--- src/rtl/brainfuck_instruction_executor_defines.svh ---
// Assertion macros shared by the executor's RTL modules.
// Each macro expects signals named clk and rst_n in the scope of its use.
`ifndef BRAINFUCK_INSTRUCTION_EXECUTOR_DEFINES_SVH
`define BRAINFUCK_INSTRUCTION_EXECUTOR_DEFINES_SVH

// Same-cycle implication, disabled while reset is held.
`define BFIE_ASSERT(lbl, ante, cons, msg) \
  lbl: assert property (@(posedge clk) disable iff (!rst_n) (ante) |-> (cons)) \
    else $error(msg);

// Next-cycle implication, disabled while reset is held.
`define BFIE_ASSERT_NEXT(lbl, ante, cons, msg) \
  lbl: assert property (@(posedge clk) disable iff (!rst_n) (ante) |=> (cons)) \
    else $error(msg);

`endif

--- src/rtl/bfie_pkg.sv ---
// Shared types, codes and constants of the instruction executor.
// No dependencies; the sequencer, the datapath and the top level import this package.
package bfie_pkg;

  localparam int DEF_TAPE_CELLS    = 30000;
  localparam int DEF_PROGRAM_DEPTH = 4096;

  localparam int CMD_W       = 2;
  localparam int PROG_ADDR_W = 12;
  localparam int BYTE_W      = 8;
  localparam int STATUS_W    = 2;
  localparam int PC_NOW_W    = 13;
  localparam int PTR_NOW_W   = 15;
  localparam int LEN_W       = 13;

  localparam logic [CMD_W-1:0] CMD_LOAD  = 2'd0;
  localparam logic [CMD_W-1:0] CMD_STEP  = 2'd1;
  localparam logic [CMD_W-1:0] CMD_CLEAR = 2'd2;

  localparam logic [STATUS_W-1:0] ST_OK        = 2'd0;
  localparam logic [STATUS_W-1:0] ST_UNKNOWN   = 2'd1;
  localparam logic [STATUS_W-1:0] ST_UNMATCHED = 2'd2;
  localparam logic [STATUS_W-1:0] ST_HALTED    = 2'd3;

  localparam logic [BYTE_W-1:0] OP_INC   = 8'h2B;
  localparam logic [BYTE_W-1:0] OP_DEC   = 8'h2D;
  localparam logic [BYTE_W-1:0] OP_RIGHT = 8'h3E;
  localparam logic [BYTE_W-1:0] OP_LEFT  = 8'h3C;
  localparam logic [BYTE_W-1:0] OP_IN    = 8'h2C;
  localparam logic [BYTE_W-1:0] OP_OUT   = 8'h2E;
  localparam logic [BYTE_W-1:0] OP_JZ    = 8'h5B;
  localparam logic [BYTE_W-1:0] OP_JNZ   = 8'h5D;

  typedef struct packed {
    logic [CMD_W-1:0]       cmd;
    logic [PROG_ADDR_W-1:0] prog_addr;
    logic [BYTE_W-1:0]      prog_byte;
    logic [BYTE_W-1:0]      in_byte;
    logic                   in_eof;
  } in_word_t;

  typedef struct packed {
    logic                 out_valid;
    logic [BYTE_W-1:0]    out_byte;
    logic [STATUS_W-1:0]  status;
    logic [PC_NOW_W-1:0]  pc_now;
    logic [PTR_NOW_W-1:0] pointer_now;
  } out_word_t;

  typedef struct packed {
    logic accept;
    logic clr_run;
    logic exec;
    logic scan;
    logic load_res;
  } ctl_cmd_t;

  typedef struct packed {
    logic halted;
    logic clr_last;
    logic start_scan;
    logic scan_end;
  } dp_stat_t;

endpackage

--- src/rtl/bfie_ctrl.sv ---
// Sequencer of the executor: input and output handshakes and command issue.
// Depends on bfie_pkg and the assertion macros.
`include "brainfuck_instruction_executor_defines.svh"

module bfie_ctrl import bfie_pkg::*; (
  input  logic             clk,
  input  logic             rst_n,
  input  logic             in_valid,
  input  logic [CMD_W-1:0] in_cmd,
  output logic             in_ready,
  input  logic             out_ready,
  output logic             out_valid,
  output ctl_cmd_t         cmd,
  input  dp_stat_t         stat
);

  localparam logic [2:0] S_CLEAR = 3'd0;
  localparam logic [2:0] S_IDLE  = 3'd1;
  localparam logic [2:0] S_EXEC  = 3'd2;
  localparam logic [2:0] S_SCAN  = 3'd3;
  localparam logic [2:0] S_RESP  = 3'd4;

  logic [2:0] state_r, state_nxt;
  logic       clr_resp_r, clr_resp_nxt;
  logic       out_valid_r, out_valid_nxt;

  always_comb begin
    state_nxt     = state_r;
    clr_resp_nxt  = clr_resp_r;
    out_valid_nxt = out_valid_r && !out_ready;
    cmd           = '0;
    case (state_r)
      S_CLEAR: begin
        cmd.clr_run = 1'b1;
        if (stat.clr_last) begin
          state_nxt    = clr_resp_r ? S_RESP : S_IDLE;
          clr_resp_nxt = 1'b0;
        end
      end
      S_IDLE: begin
        if (in_valid) begin
          cmd.accept = 1'b1;
          case (in_cmd)
            CMD_CLEAR: begin
              state_nxt    = S_CLEAR;
              clr_resp_nxt = 1'b1;
            end
            CMD_STEP: begin
              state_nxt = stat.halted ? S_RESP : S_EXEC;
            end
            default: begin
              state_nxt = S_RESP;
            end
          endcase
        end
      end
      S_EXEC: begin
        cmd.exec  = 1'b1;
        state_nxt = stat.start_scan ? S_SCAN : S_RESP;
      end
      S_SCAN: begin
        cmd.scan = 1'b1;
        if (stat.scan_end) begin
          state_nxt = S_RESP;
        end
      end
      S_RESP: begin
        if (!out_valid_r || out_ready) begin
          cmd.load_res  = 1'b1;
          out_valid_nxt = 1'b1;
          state_nxt     = S_IDLE;
        end
      end
      default: begin
        state_nxt = S_IDLE;
      end
    endcase
  end

  always_ff @(posedge clk) begin
    if (!rst_n) begin
      state_r     <= S_CLEAR;
      clr_resp_r  <= 1'b0;
      out_valid_r <= 1'b0;
    end else begin
      state_r     <= state_nxt;
      clr_resp_r  <= clr_resp_nxt;
      out_valid_r <= out_valid_nxt;
    end
  end

  assign in_ready  = (state_r == S_IDLE);
  assign out_valid = out_valid_r;

  `BFIE_ASSERT_NEXT(a_scan_to_resp, (state_r == S_SCAN) && stat.scan_end, state_r == S_RESP, "Scan end did not lead to the response state.")
  `BFIE_ASSERT(a_word_from_resp, $rose(out_valid_r), $past(state_r) == S_RESP, "Output word raised outside the response state.")
  `BFIE_ASSERT_NEXT(a_sweep_holds, (state_r == S_CLEAR) && !stat.clr_last, state_r == S_CLEAR, "Tape sweep left before its last cell.")

endmodule

--- config.mk ---
export PLATFORM = sky130hd
export DESIGN_NAME = bfie_ctrl
export DESIGN_NICKNAME = d
export VERILOG_FILES = /design/src/rtl/bfie_pkg.sv /design/src/rtl/bfie_ctrl.sv
export VERILOG_INCLUDE_DIRS = /design/src /design/src/rtl
export SDC_FILE = /design/constraint.sdc
export NUM_CORES = 1
export LEC_CHECK = 0
export ABC_AREA = 1
export BUFFER_PORTS_ARGS = -buffer_cell sky130_fd_sc_hd__buf_2
export CAP_MARGIN = 20
export CORE_AREA = 8 8 45 47
export CTS_BUF_LIST = sky130_fd_sc_hd__clkbuf_8
export CTS_CLUSTER_SIZE = 28
export DETAILED_ROUTE_END_ITERATION = 10
export DIE_AREA = 0 0 53 55
export SLEW_MARGIN = 10
export SYNTH_ARGS = -nofsm -noshare
export SYNTH_HDL_FRONTEND = slang
export SYNTH_SLANG_ARGS = --single-unit
--- constraint.sdc ---
create_clock -name clk -period 1.1 [get_ports clk]
set_clock_uncertainty 0.1 [all_clocks]
set_input_delay 0.11 -clock clk [delete_from_list [all_inputs] [get_ports clk]]
set_output_delay 0.11 -clock clk [all_outputs]
set_load 0.005 [all_outputs]
==> results.sh <==
export IMPL_finalWorstPathRequiredPeriod_ns=1.33
export IMPL_final_util=0.519
export IMPL_die_h_um=55
export IMPL_wl_met2_um=652
export IMPL_synth_mux_area_frac=0
export IMPL_cts_max_level=1
export IMPL_coreArea_mm2=0.00138
export IMPL_pwr_share_comb=0.313
export IMPL_fmax_mhz=755
export IMPL_numCtsBuffers=3
export IMPL_timing_reg2reg_worst_path_depth=7
export IMPL_clkPwrFrac=0.410
export IMPL_worst_ep_arrival_time_ns=1.12
export IMPL_drt_first_pass_iters=4
export IMPL_worst_slew_pin_slew_ns=0.228
export IMPL_dp_hpwl_um=873
export IMPL_synth_seq_area_share=0.257
export IMPL_postCtsHoldBufs=0
export IMPL_power_share_switching=0.289
export IMPL_synth_top_family_by_area="simple AND/OR/NAND/NOR gates"
export IMPL_via_count_of_the_first_global_routing_pass=455
export IMPL_report_final_hold_viol_count=0
export IMPL_synth_yosys_warnings=0
export IMPL_gp_congestion=0.865
export IMPL_setup_worst_path_start_class="flip-flop"
export IMPL_detailroute_wirelength_met3_um=73
export IMPL_detailedPlace_worstSlack_ns=-0.161
export IMPL_post_synth_cell_area_avg_um2=5.99
export IMPL_clockBufferDepth=2
export IMPL_dp_cells=103
export IMPL_yosysUniqueCellTypes=16
export IMPL_initial_antenna_violation_count=0
export IMPL_final_design_area_no_fill_um2=718
export IMPL_type_of_the_worst_min_delay_path="primary input to flip-flop"
export IMPL_worstSetupPathType="flip-flop to primary output"
export IMPL_r2r_setup_slack_ns=-0.11
export IMPL_initial_cell_density_of_the_core=0.281
export IMPL_rows=14
export IMPL_register_area_um2=113
export IMPL_yosys_area_share_xor_xnor=0
export IMPL_layoutNonFillerInstCount=112
export IMPL_clock_tree_root="sky130_fd_sc_hd__clkbuf_8"
export IMPL_violations="negative setup slack"
export IMPL_grt_setup_unrepaired="yes"
export IMPL_finalWorstSetupSlack_ns=-0.225
export IMPL_post_synth_fa_ha_maj_area_fraction=0
export IMPL_worst_r2r_endpoint="state_r[0]"
export IMPL_power_leakage_nw=0.381
export IMPL_internal_power_w=0.000562
export IMPL_peak_vdd_ir_v=0.00102
export IMPL_yosys_register_bits=5
export IMPL_postRouteAntennaNets=0
export IMPL_drive_above_1_share=0.563
export IMPL_max_cap_viol_count=0
export IMPL_highest_signal_layer="met3"
export IMPL_final_common_cell="sky130_fd_sc_hd__buf_2"
export IMPL_combined_area_of_the_multi_input_logic_cells_um2=289
export IMPL_min_from="rst_n"
export IMPL_drc_errors=0
export IMPL_finalNetCount=107
export IMPL_io_pins=17
export IMPL_r2r_start="state_r[1]"
export IMPL_synth_cells=65
export IMPL_clock_pin_transition_on_the_worst_setup_and_hold_timing_paths_ns=0.03
export IMPL_grt_pass1_wl_um=1850
export IMPL_route_detailed_vias_per_inst=4.54
export IMPL_via_count=509
export IMPL_status="finished, violations left"
export IMPL_timing_slew_headroom=0.847
export IMPL_postRouteWirelength_um=1210
export IMPL_worst_hold_path_endpoint="state_r[2]"
export IMPL_drtIter0Drc=4
export IMPL_clock_sinks=5
export IMPL_layout_common_cells="15 x sky130_fd_sc_hd__buf_2, 13 x sky130_fd_sc_hd__inv_1, 13 x sky130_fd_sc_hd__nand2_1"
export IMPL_yosys_area_share_simple=0.466
export IMPL_cp_end_kind="primary output"
export IMPL_timing_final_max_slew_violations=0
export IMPL_antenna_cells_inserted=0
export IMPL_share_seq_of_total_power=0.277
export IMPL_grt_remaining_overflow=0
export IMPL_die_area_mm2=0.00292
export IMPL_die_x_um=53
export IMPL_largest_net_degree_at_the_start_of_global_routing=9
export IMPL_setup_viol=11
export IMPL_synthToLayoutAreaGrowth_pct=84.6
export IMPL_tritoncts="yes"
export IMPL_cp_required_ns=0.89
export IMPL_hold_depth=3
export IMPL_path_max_fanout=5
export IMPL_synth_compound_area_share=0.103
export IMPL_power_net_switching_w=0.000228
export IMPL_global_route_usage_total=0.0836
export IMPL_post_synth_instance_area_um2=389
export IMPL_place_area_um2=538
export IMPL_pwr_density_cell_mw_per_mm2=1100
export IMPL_place_port_buffers=16
export IMPL_filler_cell_count=139
export IMPL_post_drt_wl_per_cell_um=10.8
export IMPL_met1Wirelength_um=484
export IMPL_synthesis_nets=75
export IMPL_fin_crit_sh=1.20
export IMPL_insertion_delay_to_the_later_sink_of_the_worst_skew_pair_ns=0.22
-- through the flow --
stage	power, W	hold WS [ns]	setup TNS (ns)
3_3_place_gp	0.000389	0.301	-0.573
6_report	0.000790	0.0866	-1.26
4_1_cts	0.000769	0.0904	-1.11
5_1_grt	0.000844	0.119	-1.83
3_5_place_dp	0.000390	0.316	-0.686
2_1_floorplan	0.000322	0.183	-0.0274
-- per-layer routing --
layer,vias to the layer above,GRT usage
met1,233,0.0927
met2,14,0.141
met5,-,0
met3,0,0.0374
met4,0,0.0259
li1,262,-
-- kinds of logic (layout without fill, tap and decap cells) --
group / after synthesis / in the layout
buf+inv: 16 / 47
simple gates: 36 / 36
compound gates: 8 / 8
flops: 5 / 5
-- flip-flops by register name, summed over array words and instances, names as in the netlist --
register    flops
state_r         3
out_valid       1
clr_resp_r      1
-- final cells by class --
class / count / area share
multi-input combinational: 44 / 0.402
clock inverter: 1 / 0.00523
inverter: 15 / 0.0784
sequential: 5 / 0.157
clock buffer: 3 / 0.0575
tap: 16 / 0.0279
timing repair buffer: 28 / 0.272
-- power groups by stage --
stage	clock network [W]	logic, W	registers, W
after floorplan	0	0.000118	0.000204
after global placement	0	0.000175	0.000214
after detailed placement	0	0.000175	0.000215
after CTS	0.000332	0.000221	0.000216
after global routing	0.000355	0.000268	0.000221
final	0.000324	0.000247	0.000219
-- cells in the mapped netlist, drive strengths merged --
cell type,instances,area (um2)
nand2,15,58.8
buf,1,11.3
nor4,1,6.26
o21ai,3,15.0
nand3,7,35.0
nor3,1,5.00
dfxtp,5,100
nand3b,1,20.0
inv,15,56.3
a21oi,5,25.0
nor2,11,56.3
-- critical path, stage by stage (launching register included) --
cell and delay [ns]:
sky130_fd_sc_hd__dfxtp_4 0.39, sky130_fd_sc_hd__inv_2 0.10, sky130_fd_sc_hd__nor4_4 0.24, sky130_fd_sc_hd__buf_2 0.16
-- worst max path at each step --
stage               startpoint          to  cells after the start
floorplan           state_r[0]  state_r[0]                      9
global placement    state_r[0]  state_r[0]                      7
CTS                  out_valid      cmd[0]                      5
finish              state_r[2]      cmd[0]                      3
detailed placement  state_r[0]  state_r[0]                      7
global route        state_r[2]      cmd[0]                      3
-- repair_timing --
item,CTS,global route
endpoints found under the setup margin,10,10
gates resized for setup,22,6
pin swaps,3,6
setup buffers,3,2
(Power assumes the default switching activity.)
